===== config.mk =====
export PLATFORM = sky130hd
export DESIGN_NAME = rgb_to_hsv_converter_core
export DESIGN_NICKNAME = d
export VERILOG_FILES = /design/src/design/rhc_pkg.sv /design/src/design/rhc_front.sv /design/src/design/rhc_div_cell.sv /design/src/design/rhc_back.sv /design/src/design/rgb_to_hsv_converter_core.sv
export SDC_FILE = /design/constraint.sdc
export NUM_CORES = 2
export LEC_CHECK = 0
export ABC_AREA = 1
export BUFFER_PORTS_ARGS = -buffer_cell sky130_fd_sc_hd__buf_2
export CORE_MARGIN = 5
export CORE_UTILIZATION = 52
export CTS_BUF_LIST = sky130_fd_sc_hd__clkbuf_16
export DETAILED_ROUTE_END_ITERATION = 8
export PLACE_DENSITY = 0.68
export SYNTH_ARGS = -nofsm -noshare
export SYNTH_HDL_FRONTEND = slang
export SYNTH_SLANG_ARGS = --single-unit

===== constraint.sdc =====
create_clock -name clk -period 14.6 [get_ports clk]
set_input_delay 1.46 -clock clk [delete_from_list [all_inputs] [get_ports clk]]
set_output_delay 1.46 -clock clk [all_outputs]
set_load 0.005 [all_outputs]

===== src/design/rhc_pkg.sv =====
// ----------------------------------------------------------------------------
// rhc_pkg: shared types and constants of the RGB to HSV converter
// Channel and fraction widths, the hue sector code and the record that moves
// along the divider chain.
// ----------------------------------------------------------------------------
`default_nettype none

package rhc_pkg;

  localparam int CHANNEL_BITS  = 8;
  localparam int FRACTION_BITS = 16;

  // Divisor of the hue quotient is six times the spread.
  localparam int HUE_DIV_BITS = CHANNEL_BITS + 3;

  // Stream widths, padded up to whole bytes.
  localparam int IN_BITS  = ((3 * CHANNEL_BITS + 7) / 8) * 8;
  localparam int OUT_BITS = ((2 * FRACTION_BITS + CHANNEL_BITS + 7) / 8) * 8;

  // Sector offsets: one third and two thirds of a turn, truncated.
  localparam logic [FRACTION_BITS-1:0] HUE_THIRD =
    FRACTION_BITS'((64'd1 << FRACTION_BITS) / 64'd3);
  localparam logic [FRACTION_BITS-1:0] HUE_TWO_THIRDS =
    FRACTION_BITS'((64'd2 << FRACTION_BITS) / 64'd3);

  typedef enum logic [2:0] {
    SEC_RED   = 3'b001,
    SEC_GREEN = 3'b010,
    SEC_BLUE  = 3'b100
  } sector_t;

  // One pixel in flight through the divider cells.
  typedef struct packed {
    logic [CHANNEL_BITS-1:0]  rem_s;    // saturation partial remainder
    logic [CHANNEL_BITS-1:0]  div_s;    // saturation divisor (max)
    logic [HUE_DIV_BITS-1:0]  rem_h;    // hue partial remainder
    logic [HUE_DIV_BITS-1:0]  div_h;    // hue divisor (6 * spread)
    logic [FRACTION_BITS-1:0] q_s;      // saturation quotient so far
    logic [FRACTION_BITS-1:0] q_h;      // hue magnitude quotient so far
    logic [CHANNEL_BITS-1:0]  max_val;  // brightness
    sector_t                  sector;
    logic                     neg;      // channel difference is negative
    logic                     grey;     // zero spread
    logic                     sat_full; // min is zero: saturation is all ones
  } rhc_pipe_t;

endpackage

`default_nettype wire


===== src/design/rhc_front.sv =====
// ----------------------------------------------------------------------------
// rhc_front: entry stage of the RGB to HSV converter
// Find max, min, spread and hue sector, and load the divider operands.
// ----------------------------------------------------------------------------
`default_nettype none

module rhc_front
  import rhc_pkg::*;
(
  input  wire logic                    clk,
  input  wire logic                    rst_n,
  input  wire logic                    in_valid,
  output logic                         in_ready,
  input  wire logic [CHANNEL_BITS-1:0] red,
  input  wire logic [CHANNEL_BITS-1:0] green,
  input  wire logic [CHANNEL_BITS-1:0] blue,
  output logic                         out_valid,
  input  wire logic                    out_ready,
  output rhc_pipe_t                    out_data
);

  logic                    valid_r;
  rhc_pipe_t               data_r;
  rhc_pipe_t               data_nxt;
  logic [CHANNEL_BITS-1:0] mx;
  logic [CHANNEL_BITS-1:0] mn;
  logic [CHANNEL_BITS-1:0] spread;
  logic [CHANNEL_BITS-1:0] da;
  logic [CHANNEL_BITS-1:0] db;
  sector_t                 sec;

  always_comb begin
    // Ties go to red, then green.
    priority if (red >= green && red >= blue) begin
      sec = SEC_RED;
      mx  = red;
      da  = green;
      db  = blue;
    end else if (green >= blue) begin
      sec = SEC_GREEN;
      mx  = green;
      da  = blue;
      db  = red;
    end else begin
      sec = SEC_BLUE;
      mx  = blue;
      da  = red;
      db  = green;
    end

    mn = red;
    if (green < mn) mn = green;
    if (blue < mn) mn = blue;
    spread = mx - mn;

    data_nxt.rem_s    = spread;
    data_nxt.div_s    = mx;
    data_nxt.neg      = (da < db);
    data_nxt.rem_h    = HUE_DIV_BITS'((da < db) ? (db - da) : (da - db));
    data_nxt.div_h    = (HUE_DIV_BITS'(spread) << 2) + (HUE_DIV_BITS'(spread) << 1);
    data_nxt.q_s      = '0;
    data_nxt.q_h      = '0;
    data_nxt.max_val  = mx;
    data_nxt.sector   = sec;
    data_nxt.grey     = (spread == '0);
    data_nxt.sat_full = (mn == '0);
  end

  assign in_ready  = !valid_r || out_ready;
  assign out_valid = valid_r;
  assign out_data  = data_r;

  always_ff @(posedge clk) begin
    if (!rst_n) begin
      valid_r <= 1'b0;
    end else if (in_ready) begin
      valid_r <= in_valid;
    end
  end

  always_ff @(posedge clk) begin
    if (in_ready && in_valid) begin
      data_r <= data_nxt;
    end
  end

endmodule

`default_nettype wire


===== src/design/rhc_div_cell.sv =====
// ----------------------------------------------------------------------------
// rhc_div_cell: one restoring division step for saturation and hue
// Double both remainders, subtract the divisor where it fits, shift in a bit.
// ----------------------------------------------------------------------------
`default_nettype none

module rhc_div_cell
  import rhc_pkg::*;
(
  input  wire logic       clk,
  input  wire logic       rst_n,
  input  wire logic       in_valid,
  output logic            in_ready,
  input  wire rhc_pipe_t  in_data,
  output logic            out_valid,
  input  wire logic       out_ready,
  output rhc_pipe_t       out_data
);

  logic                    valid_r;
  rhc_pipe_t               data_r;
  rhc_pipe_t               data_nxt;
  logic [CHANNEL_BITS:0]   rem2_s;
  logic [HUE_DIV_BITS:0]   rem2_h;
  logic                    fit_s;
  logic                    fit_h;

  always_comb begin
    rem2_s = {in_data.rem_s, 1'b0};
    rem2_h = {in_data.rem_h, 1'b0};
    fit_s  = (rem2_s >= {1'b0, in_data.div_s});
    fit_h  = (rem2_h >= {1'b0, in_data.div_h});

    data_nxt       = in_data;
    data_nxt.rem_s = fit_s ? CHANNEL_BITS'(rem2_s - {1'b0, in_data.div_s})
                           : CHANNEL_BITS'(rem2_s);
    data_nxt.rem_h = fit_h ? HUE_DIV_BITS'(rem2_h - {1'b0, in_data.div_h})
                           : HUE_DIV_BITS'(rem2_h);
    data_nxt.q_s   = {in_data.q_s[FRACTION_BITS-2:0], fit_s};
    data_nxt.q_h   = {in_data.q_h[FRACTION_BITS-2:0], fit_h};
  end

  assign in_ready  = !valid_r || out_ready;
  assign out_valid = valid_r;
  assign out_data  = data_r;

  always_ff @(posedge clk) begin
    if (!rst_n) begin
      valid_r <= 1'b0;
    end else if (in_ready) begin
      valid_r <= in_valid;
    end
  end

  always_ff @(posedge clk) begin
    if (in_ready && in_valid) begin
      data_r <= data_nxt;
    end
  end

endmodule

`default_nettype wire


===== src/design/rhc_back.sv =====
// ----------------------------------------------------------------------------
// rhc_back: result stage of the RGB to HSV converter
// Apply sign and sector offset to hue, clamp saturation, hold the result.
// ----------------------------------------------------------------------------
`default_nettype none

module rhc_back
  import rhc_pkg::*;
(
  input  wire logic                     clk,
  input  wire logic                     rst_n,
  input  wire logic                     in_valid,
  output logic                          in_ready,
  input  wire rhc_pipe_t                in_data,
  output logic                          out_valid,
  input  wire logic                     out_ready,
  output logic [FRACTION_BITS-1:0]      hue,
  output logic [FRACTION_BITS-1:0]      saturation,
  output logic [CHANNEL_BITS-1:0]       brightness
);

  logic                     valid_r;
  logic [FRACTION_BITS-1:0] hue_r;
  logic [FRACTION_BITS-1:0] sat_r;
  logic [CHANNEL_BITS-1:0]  bright_r;
  logic [FRACTION_BITS-1:0] hue_nxt;
  logic [FRACTION_BITS-1:0] sat_nxt;
  logic [FRACTION_BITS-1:0] offset;
  logic [FRACTION_BITS-1:0] delta;

  always_comb begin
    unique case (in_data.sector)
      SEC_RED:   offset = '0;
      SEC_GREEN: offset = HUE_THIRD;
      SEC_BLUE:  offset = HUE_TWO_THIRDS;
      default:   offset = '0;
    endcase
    // Quotient is a magnitude; negate for truncation toward zero, wrap a turn.
    delta = in_data.neg ? (~in_data.q_h + 1'b1) : in_data.q_h;

    if (in_data.grey) begin
      hue_nxt = '0;
      sat_nxt = '0;
    end else begin
      hue_nxt = offset + delta;
      sat_nxt = in_data.sat_full ? '1 : in_data.q_s;
    end
  end

  assign in_ready   = !valid_r || out_ready;
  assign out_valid  = valid_r;
  assign hue        = hue_r;
  assign saturation = sat_r;
  assign brightness = bright_r;

  always_ff @(posedge clk) begin
    if (!rst_n) begin
      valid_r <= 1'b0;
    end else if (in_ready) begin
      valid_r <= in_valid;
    end
  end

  always_ff @(posedge clk) begin
    if (in_ready && in_valid) begin
      hue_r    <= hue_nxt;
      sat_r    <= sat_nxt;
      bright_r <= in_data.max_val;
    end
  end

endmodule

`default_nettype wire


===== src/design/rgb_to_hsv_converter_core.sv =====
// ----------------------------------------------------------------------------
// rgb_to_hsv_converter_core: pipelined RGB to HSV pixel converter
// Converts a pixel per clock unless stalled, via a chain of radix-2 divider cells.
// ----------------------------------------------------------------------------
// Usage:
//   Input stream  in_tdata  = {blue, green, red}, 8 bits each, red lowest.
//   Output stream out_tdata = {brightness, saturation, hue}, hue lowest;
//   hue and saturation are unsigned Q0.16, brightness is the largest channel.
//   A request moves when tvalid and tready are both high.
// Stages: one entry stage for max/min/sector, one divider cell per
//   quotient bit, one result stage.
// Throughput: one pixel per clock unless stalled. Each divider cell resolves
//   one bit of both the saturation and the hue quotient and passes it on.
// Stall: every stage holds its request while the next one is full and
//   stalled; empty stages upstream keep filling, so the input stays ready
//   until the whole chain is occupied. Nothing is dropped or repeated.
// Reset: rst_n low (synchronous) empties every stage; out_tvalid falls.
// Grey pixels (zero spread) give hue 0 and saturation 0; any other pixel whose
//   smallest channel is zero gives saturation all ones.
// ----------------------------------------------------------------------------
`default_nettype none

module rgb_to_hsv_converter_core
  import rhc_pkg::*;
(
  input  wire logic                clk,
  input  wire logic                rst_n,
  input  wire logic                in_tvalid,
  output logic                     in_tready,
  input  wire logic [IN_BITS-1:0]  in_tdata,   // red, green, blue
  output logic                     out_tvalid,
  input  wire logic                out_tready,
  output logic [OUT_BITS-1:0]      out_tdata   // hue, saturation, brightness
);

  // Handshake and record at each link of the chain; link 0 leaves the
  // entry stage, link FRACTION_BITS enters the result stage.
  logic      link_valid [FRACTION_BITS+1];
  logic      link_ready [FRACTION_BITS+1];
  rhc_pipe_t link_data  [FRACTION_BITS+1];

  logic [FRACTION_BITS-1:0] hue;
  logic [FRACTION_BITS-1:0] saturation;
  logic [CHANNEL_BITS-1:0]  brightness;

  // Entry: sort channels, pick sector, load divider operands.
  rhc_front u_front (
    .clk       (clk),
    .rst_n     (rst_n),
    .in_valid  (in_tvalid),
    .in_ready  (in_tready),
    .red       (in_tdata[CHANNEL_BITS-1:0]),
    .green     (in_tdata[2*CHANNEL_BITS-1:CHANNEL_BITS]),
    .blue      (in_tdata[3*CHANNEL_BITS-1:2*CHANNEL_BITS]),
    .out_valid (link_valid[0]),
    .out_ready (link_ready[0]),
    .out_data  (link_data[0])
  );

  // Divider chain: first cell yields the most significant quotient bit.
  for (genvar i = 0; i < FRACTION_BITS; i++) begin : g_cell
    rhc_div_cell u_cell (
      .clk       (clk),
      .rst_n     (rst_n),
      .in_valid  (link_valid[i]),
      .in_ready  (link_ready[i]),
      .in_data   (link_data[i]),
      .out_valid (link_valid[i+1]),
      .out_ready (link_ready[i+1]),
      .out_data  (link_data[i+1])
    );
  end

  // Result: sign, sector offset, clamp; output register.
  rhc_back u_back (
    .clk        (clk),
    .rst_n      (rst_n),
    .in_valid   (link_valid[FRACTION_BITS]),
    .in_ready   (link_ready[FRACTION_BITS]),
    .in_data    (link_data[FRACTION_BITS]),
    .out_valid  (out_tvalid),
    .out_ready  (out_tready),
    .hue        (hue),
    .saturation (saturation),
    .brightness (brightness)
  );

  // Pack with zero fill up to whole bytes.
  assign out_tdata = OUT_BITS'({brightness, saturation, hue});

  // A nonzero spread always gives nonzero saturation, so zero saturation
  // means a grey pixel and the hue must be zero too.
  assert property (@(posedge clk) disable iff (!rst_n)
    out_tvalid && (saturation == '0) |-> (hue == '0))
    else $error("zero saturation with nonzero hue");

  // Black has no spread.
  assert property (@(posedge clk) disable iff (!rst_n)
    out_tvalid && (brightness == '0) |-> (saturation == '0))
    else $error("black pixel with nonzero saturation");

  // Reset empties the chain.
  assert property (@(posedge clk) !rst_n |=> !out_tvalid)
    else $error("result valid after reset");

  // The entry stage refuses a request only when it holds one stalled.
  assert property (@(posedge clk) disable iff (!rst_n)
    !in_tready |-> link_valid[0] && !link_ready[0])
    else $error("input stalled with entry stage free");

endmodule

`default_nettype wire

==> impl_metrics.toml <==
[power]
power.density_cell_area_mw_per_mm2 = 130
netSwitchingFraction_pct = 24.9
p_clk_share_pct = 37.5
internal_power_uw = 5250
power_uw = 7000
switching_power_uw = 1740
sequentialPowerShare_pct = 48.7
leakage_dissipation_uw = 0.0213
combPwrFrac_pct = 13.7
max-vdd-ir-drop_mv = 0.103

[timing]
number_of_setup_violations_in_the_final_report = 0
tns_ns = 0
rsz0062_at_grt = "no"
hold_violations = 0
final.period_utilization_pct = 45.0
worst-slew-pin-transition_ns = 1.07
fmaxAchievable_mhz = 152
period_minus_slack_ns = 6.58
skew_ns = 0.0382
timing.slew.headroom_pct = 28.5
finalMaxSlewViolations = 0

[synth]
synth_cell_types = 47
syn-cell-area_mm2 = 0.0482
syn-instance-count = 4054
syn-mean-instance-area_um2 = 11.9
synth.ff_latch_count = 1014
synth_flop_cell = "sky130_fd_sc_hd__edfxtp_1"
mappedNetlistNets = 4483
synthArstFlopShare_pct = 0
share_of_the_yosys_chip_area_belonging_to_registers_pct = 62.8
synth_edf_count = 996
synth_warnings = 0

[cts]
clk_latency_ns = 0.68
clk_transition_reported_paths_ns = 0.06
root_buf_cell = "sky130_fd_sc_hd__clkbuf_16"
clock_sinks = 1014
clock_tree_from_tritoncts = "yes"
ctsHoldBuffers = 0
post_cts.resized_instances = 0
clk_path_buf_depth = 3
number_of_clock_buffers_inserted_by_tritoncts = 103
postCtsSetupRepairBufs = 0
cts_htree_levels = 3

[route]
wl_met2_um = 41900
antenna_violating_nets_post_route = 0
detail_route.wirelength_um = 79700
detailroute.via_count = 28000
m1WireLength_um = 33000
detailed_routing_iteration_count_for_the_pre_antenna_repair_pass = 5
wl_per_cell_um = 14.4
met3RoutedLength_um = 2520
routed_via_density = 5.06
drt-initial-drc-count = 1471
drcViolationCount = 0
top_signal_layer_used = "met5"

[cells_and_area]
post_layout_nonfiller_instances = 5533
postLayoutCoreUtil_pct = 58.4
mostFrequentLayoutCells = "996 x sky130_fd_sc_hd__edfxtp_1, 624 x sky130_fd_sc_hd__inv_1, 517 x sky130_fd_sc_hd__nand2_1"
multi_input_area_mm2 = 0.0155
final_common_cell = "sky130_fd_sc_hd__edfxtp_1"
layout-area-overhead-vs-synth_pct = 11.3
fillerInstances = 7213
diodes = 0
finalNetCount = 4629
post_route_cells_drive_above_1_share_pct = 7.02
post_route_standard_cell_area_excluding_fillers_mm2 = 0.0536
sequential_cell_area_mm2 = 0.0303

[critical_path]
cp.required_ns = 15.01
start_kind = "input pin"
critical_path.n_buffers_inverters = 6
critPathKind = "input pin to flip-flop"
cp_data_arrival_time_ns = 6.99
timing.critical_path.from = "in_tdata[7]"
cp_slowest_cell = "sky130_fd_sc_hd__a21oi_1"
reg2regPathDepth = 17
reg2reg_slack_ns = 10.84
maximum_single_stage_delay_on_the_critical_path_ns = 0.71
worst_setup_path_end_kind = "flip-flop"
cpMostUsedCell = "sky130_fd_sc_hd__nand2_1"
r2r-end = "u_back.hue[15]"
crit_path_max_fo = 18
worst_path_dominant_cell_family = "compound AO/OA/AOI/OAI gates"
regToRegStartpoint = "g_cell[15].u_cell.out_data[14]"

[floorplan]
die_height_um = 314
number_of_primary_i_o_pins = 70
placement_rows = 111
die-width_um = 314
initial_core_util_pct = 52.5
die_area_mm2 = 0.0989
design.core.area_mm2 = 0.0918

[placement]
io_buffers = 69
hpwl_um = 59300
area_after_detailed_placement_mm2 = 0.0501
gp_routability_congestion = 0.849
place.detailed.instances = 5338

[global_routing]
grt_start_max_net_pins = 71
grt_pass1_vias = 28200
overflow = 0
grt_first_pass_wirelength_um = 133000
grt.total_usage_pct = 16.3
antenna_found_initial = 1

[status]
status = "completed"

[worst_hold_path]
min_path_cells = 0
hold_path_startpoint = "g_cell[8].u_cell.out_data[37]"
whs_endpoint = "g_cell[9].u_cell.out_data[38]"
hold_class = "flip-flop to flip-flop"

[flow_run]
max-cap-violations = 0
sequential cells by signal, indices dropped and copies added (netlist names):
name / flops
g_cell.u_cell.out_data: 916
u_front.out_data: 40
g_cell.u_cell.out_valid: 16
u_back.hue: 16
u_back.saturation: 16
u_back.brightness: 8
u_back.out_valid: 1
u_front.out_valid: 1
worst max path at each step:
| stage | cells after the start | slack [ns] | to |
|---|---|---|---|
| 2_1_floorplan | 33 | 8.23 | u_front.out_data[55] |
| 3_3_place_gp | 31 | 7.37 | u_front.out_data[55] |
| 3_5_place_dp | 26 | 7.35 | u_front.out_data[62] |
| 4_1_cts | 26 | 8.07 | u_front.out_data[62] |
| 5_1_grt | 26 | 7.42 | u_front.out_data[62] |
| 6_report | 26 | 8.02 | u_front.out_data[62] |
cell usage after synthesis, drive strengths merged (35+ instances only):
master / count / area, um^2
nor3: 56 / 280
inv: 619 / 2320
xnor2: 62 / 543
nor2: 332 / 1340
xor2: 146 / 1280
edfxtp: 996 / 29900
nand2: 525 / 2000
a21oi: 234 / 1170
ha: 366 / 4580
fa: 35 / 701
o21ai: 329 / 1650
nand3: 93 / 465
clkbuf: 46 / 173
layout make-up:
class	instances	area share, %
clock inverter	91	1.65
tap	1243	2.90
inverter	628	4.40
timing repair buffer	87	0.896
multi-input combinational	2366	28.9
sequential	1014	56.4
clock buffer	104	4.85
metal layers:
metal,vias to the layer above,track usage (%)
met3,155,2.30
met2,386,30.6
li1,14400,-
met4,2,5.80
met1,13100,19.1
met5,-,0
power by group through the flow:
stage / Sequential (uW) / Combinational, uW / Clock (uW)
after global routing: 3420 / 1110 / 2830
final: 3410 / 961 / 2630
after floorplan: 3430 / 761 / 0
after detailed placement: 3470 / 963 / 0
after global placement: 3470 / 945 / 0
after CTS: 3410 / 970 / 2700
worst register-to-register path, cell delays in order, from the launching register on:
cell,delay [ns]
sky130_fd_sc_hd__edfxtp_1,0.47
sky130_fd_sc_hd__inv_1,0.10
sky130_fd_sc_hd__ha_1,0.15
sky130_fd_sc_hd__inv_1,0.05
sky130_fd_sc_hd__nor3_1,0.20
sky130_fd_sc_hd__nor3b_1,0.22
sky130_fd_sc_hd__inv_1,0.07
sky130_fd_sc_hd__nor3_1,0.19
sky130_fd_sc_hd__nor3b_1,0.29
sky130_fd_sc_hd__nand2_1,0.11
sky130_fd_sc_hd__nand2_1,0.08
sky130_fd_sc_hd__xor2_1,0.24
sky130_fd_sc_hd__ha_1,0.34
sky130_fd_sc_hd__a21oi_1,0.26
sky130_fd_sc_hd__nor2_1,0.07
sky130_fd_sc_hd__a211oi_1,0.19
sky130_fd_sc_hd__o311ai_0,0.22
sky130_fd_sc_hd__o21a_1,0.26
through the flow:
step	hold slack [ns]	setup slack, ns
after global placement	0.400	7.37
after CTS	0.401	8.07
after global routing	0.419	7.42
after detailed placement	0.405	7.35
final	0.408	8.02
after floorplan	0.400	8.23
cells by family after synthesis:
logic type / count (synthesis) / share of synthesized area, %
simple gates: 1064 / 9.26
flops: 1014 / 62.8
compound gates: 692 / 7.93
buf+inv: 674 / 5.25
fa+ha+maj: 401 / 11.0
xor+xnor: 208 / 3.78
mux: 1 / 0.0208
(Power assumes the default switching activity.)
